$ cat config.mk
export PLATFORM = sky130hd
export DESIGN_NAME = nos_ram
export DESIGN_NICKNAME = d
export VERILOG_FILES = /design/src/hw/rtl/nos_ram.sv
export SDC_FILE = /design/constraint.sdc
export NUM_CORES = 1
export LEC_CHECK = 0
export ABC_AREA = 1
export BUFFER_PORTS_ARGS = -buffer_cell sky130_fd_sc_hd__buf_2
export CORE_UTILIZATION = 55
export DETAILED_ROUTE_END_ITERATION = 16
export GPL_TIMING_DRIVEN = 0
export PLACE_DENSITY = 0.71
export SYNTH_ARGS = -nofsm -noshare
export SYNTH_HDL_FRONTEND = slang
export SYNTH_SLANG_ARGS = --single-unit
$ cat constraint.sdc
create_clock -name clk -period 4.1 [get_ports clk]
set_input_delay 0.41 -clock clk [delete_from_list [all_inputs] [get_ports clk]]
set_output_delay 0.41 -clock clk [all_outputs]
set_load 0.03 [all_outputs]
$ cat src/hw/rtl/nos_ram.sv
// ----------------------------------------------------------------------------
// nos_ram: generic single-port ram
// one write or one read per cycle, registered read data
// ----------------------------------------------------------------------------
`default_nettype none

module nos_ram #(
	parameter int WIDTH = 8,
	parameter int DEPTH = 128
) (
	input  wire                     clk,
	input  wire                     we,
	input  wire [$clog2(DEPTH)-1:0] addr,
	input  wire [WIDTH-1:0]         wdata,
	output logic [WIDTH-1:0]        rdata
);

	logic [WIDTH-1:0] mem [DEPTH];

	always_ff @(posedge clk) begin
		if (we) begin
			mem[addr] <= wdata;
		end
		rdata <= mem[addr];
	end

endmodule

`default_nettype wire

# After elaboration in Yosys (flattened, before gate mapping)
# Memory sizes are Yosys's and may differ from the RTL's. A register that Yosys moved wholly into a read port is not among the register bits.
# Cells that the tools add are included.
op_classes:
  n_mux: 2
ops:
  columns: ["op", "count"]
  rows:
  - ["two-way mux 1 bit", 2]
word_totals:
  register_bits: 0
  ram_bits: 1024
  in_bits: 17
  output_inout_bits: 8
  elab_cells: 3
  mem_count: 1
memory_table:
  columns: ["memory", "depth", "word_bits", "rd", "rd_clocked_by_memory_dff", "wr", "line_no", "rtl"]
  rows:
  - ["mem", 128, 8, 1, 1, 1, "18", "logic [WIDTH-1:0] mem [DEPTH];"]

# Depth between registers and ports, before layout
depth:
  word_depth: 2
  mapped_depth: 16

# Worst setup path before layout
# OpenSTA, ideal clock, no wires.
synth_path:
  kind: "input to register"
  from: "in addr[1]"
  to: "mem mem[17][0] (enable)"
  setup_ns: 0.370
  t_arrival_ns: 1.832
  required_time_ns: 3.730
  path_slack_ns: 1.898
  stages: 8
  path_buffers: 3
  path_cell_list: "buf_2 buf_4 nor2_2 inv_1 nor2_1 nand2_1 buf_2 nor2_1"
synth_rtl:
  columns: ["item", "line_no", "rtl"]
  rows:
  - ["start, declared", "13", "input wire [$clog2(DEPTH)-1:0] addr,"]
  - ["end, declared", "18", null]
# No word-level cell before the write port.

# Worst setup path in the final report
layout_path:
  from: "in addr[1]"
  to: "mem mem[56][5] (enable)"
# No word-level cell before the write port.

==> summary.md <==
| Metric | Value |
|---|---|
| MaxCap Viol Count | `0` |
| RSZ-0062 raised after global routing | `no` |
| Min Clock Period, post-route | `3.27 ns` |
| First DRT Iteration DRCs | `4,165` |
| Syn_nets | `4,419` |
| Drt pass-1 iters | `6` |
| Worst-Skew Late Latency | `0.68 ns` |
| Final hold vios | `0` |
| Gate Count Post-Synth | `4,402` |
| Initial antenna violation count | `6` |
| Simple-gate share of the synthesized area | `26.4%` |
| CTS root buf | `clkbuf_16` |
| Clock tree buffer depth | `3` |
| Syn-to-layout area delta | `11.0%` |
| Total wire length | `123 mm` |
| Grt total ovfl | `0` |
| CTS tree | `done` |
| Period utilisation layout | `79.8%` |
| Initial core utilization | `55.7%` |
| Worst EP required | `4.39 ns` |
| Skew final | `0.0245 ns` |
| Vias in the first global route | `29,040` |
| Leakage power | `20.5 nW` |
| Compound-cell area share of the yosys netlist | `0.159%` |
| Nets@finish | `4,552` |
| Routability cong. | `0.970` |
| PD cells | `456 nW/um^2` |
| Design Area, Final | `48,800 um^2` |
| Crit-path max FO | `10` |
| Post-synthesis cell area | `44,000 um^2` |
| Post-synthesis sequential area ratio | `70.3%` |
| Final setup TNS | `0 ns` |
| Slew headroom | `12.5%` |
| Setup violations, final | `0` |
| Crit path DAT | `3.56 ns` |
| Synth warnings | `0` |
| Hold path depth | `1` |
| Slew Viols, Final | `0` |
| Post-synth cell types | `22` |
| Post-Synth XOR/XNOR Area | `0%` |
| Die Width | `285 um` |
| Row Count | `103` |
| Largest net degree at the start of global routing | `107` |
| H-tree depth reported by CTS | `3` |
| Outcome | `complete, no violations` |
| FF-to-FF path depth | `12` |
| Worst Setup Start Kind | `input port` |
| Worst slew pin tran | `1.31 ns` |
| Worst Hold Slack | `0.0989 ns` |
| IO buf count | `20` |
| CP Capture Type | `flop` |
| HP Class | `in2reg` |
| Clock slew at reported path FFs | `0.06 ns` |
| Core ar. | `79,000 um^2` |
| Fmax | `0.306 GHz` |
| Postcts setup bufs | `0` |
| Layout cells sized above 1 | `7.58%` |
| Routed len/inst | `21.7 um` |
| Num ports | `25` |
| Final Util | `61.8%` |
| Adder-Cell Fraction of Synth Area | `0%` |
| Number of synthesized register bits | `1,032` |
| Global-route wire length before repair | `181 mm` |
| Routed Antenna Nets | `0` |
| VDD IR max | `345 uV` |
| # resized after CTS | `0` |
| Total track usage | `30.4%` |
| R2R setup slack | `2.12 ns` |
| Syn Area/Cell | `9.99 um^2` |
| Critical path type | `in2reg` |
| Largest family of logic cells by synthesized area | `simple AND/OR/NAND/NOR gates` |
| Die area | `81,100 um^2` |
| Post-CTS Hold Buffers | `0` |
| DR vias/cell | `5.50` |
| Num CTS Buffers | `103` |
| DP HPWL | `81.0 mm` |
| Portion of netlist area occupied by mux cells | `0%` |
| Clk sinks | `1,032` |
| Placed Area | `45,600 um^2` |
| Remaining DRCs | `0` |
| Via count | `31,163` |
| Die height | `285 um` |
-- cell type report --
| cell class | count | area, um^2 |
|---|---|---|
| inverter | 74 | 280 |
| multi-input combinational | 3080 | 11700 |
| tap | 1050 | 1310 |
| antenna | 3 | 7.51 |
| timing repair buffer | 28 | 359 |
| sequential | 1032 | 30900 |
| buffer | 216 | 1120 |
| clock inverter | 55 | 418 |
| clock buffer | 130 | 2740 |
| fill | 6294 | 30200 |
-- metrics by stage --
stage                     setup WS (ns)  total power, mW  instances
after CTS                         0.966             22.2       5665
after global placement            0.292             13.4       5472
after global routing              0.803             22.8       5666
after detailed placement          0.282             13.4       5480
final                             0.827             22.3       5668
after floorplan                    1.90             12.7       4402
-- flip-flops by register name, summed over array words and instances (netlist names) --
signal,flops
rdata,8
mem,1024
-- placed cells by master (no fill, tap or decap) --
master / Yosys / final
nand2_1: 2780 / 2780
nor2_4: 1 / 1
bufinv_16: 0 / 6
or2_0: 1 / 1
buf_1: 17 / 17
a21oi_1: 6 / 6
clkinv_8: 0 / 1
clkinv_1: 0 / 23
buf_4: 35 / 38
inv_1: 72 / 72
or2_1: 2 / 2
diode_2: 0 / 3
o21ai_0: 5 / 5
clkinv_2: 0 / 22
buf_6: 2 / 7
buf_16: 0 / 8
inv_4: 1 / 1
nor2_1: 243 / 243
clkinvlp_4: 0 / 1
nand4_1: 1 / 1
inv_2: 1 / 1
o211ai_1: 2 / 2
buf_2: 133 / 145
dfxtp_1: 8 / 8
nor2_2: 2 / 2
clkbuf_1: 29 / 53
clkbuf_16: 0 / 106
edfxtp_1: 1024 / 1024
or2_2: 9 / 9
nand3_1: 28 / 28
inv_6: 0 / 2
-- final timing paths --
kind,from,end
setup / recovery,addr[1],mem[56][5]
hold / removal,wdata[5],mem[87][5]
setup reg to reg,mem[45][3],rdata[3]
hold reg to reg,mem[11][6],rdata[6]
-- worst max-delay path: stages --
cell	delay, ns
buf_2	0.21
buf_4	0.27
nor2_2	0.68
inv_1	0.13
nor2_1	0.20
nand2_1	0.38
buf_2	0.46
nor2_1	0.79
-- power by group --
| group | total, mW | switching, mW | leakage, nW | internal [mW] |
|---|---|---|---|---|
| Sequential | 11.7 | 0.0113 | 9.27 | 11.6 |
| Combinational | 1.57 | 1.21 | 9.68 | 0.362 |
| Clock | 9.03 | 3.95 | 1.56 | 5.08 |
| Total | 22.3 | 5.17 | 20.5 | 17.1 |
-- cells in the mapped netlist --
cell      instances  area (um^2)
nor2_1          243          912
edfxtp_1       1024        30700
buf_6             2         22.5
a21oi_1           6         30.0
o211ai_1          2         15.0
buf_4            35          263
inv_4             1         6.26
inv_2             1         3.75
nand2_1        2780        10400
o21ai_0           5         25.0
nand3_1          28          140
buf_2           133          666
nor2_4            1         11.3
dfxtp_1           8          160
or2_1             2         12.5
nor2_2            2         12.5
or2_2             9         56.3
inv_1            72          270
buf_1            17         63.8
nand4_1           1         6.26
clkbuf_1         29          109
or2_0             1         6.26
-- kinds of logic (layout without fill, tap and decap cells) --
logic type,Yosys count,count (layout)
AOI/OAI and AO/OA,13,13
and+or+nand+nor,3067,3067
buffers and inverters,290,503
other,0,3
DFF,1032,1032
-- layer usage --
metal  GRT usage, %  part of all wire (%)  up-vias
li1               -                     -    14410
met1           43.3                    40    14802
met2           47.0                    46     1675
met3           5.62                    11      272
met4           11.6                   3.7        4
met5              0                 0.021        -
Note: power is estimated with default switching activity, not from simulation.
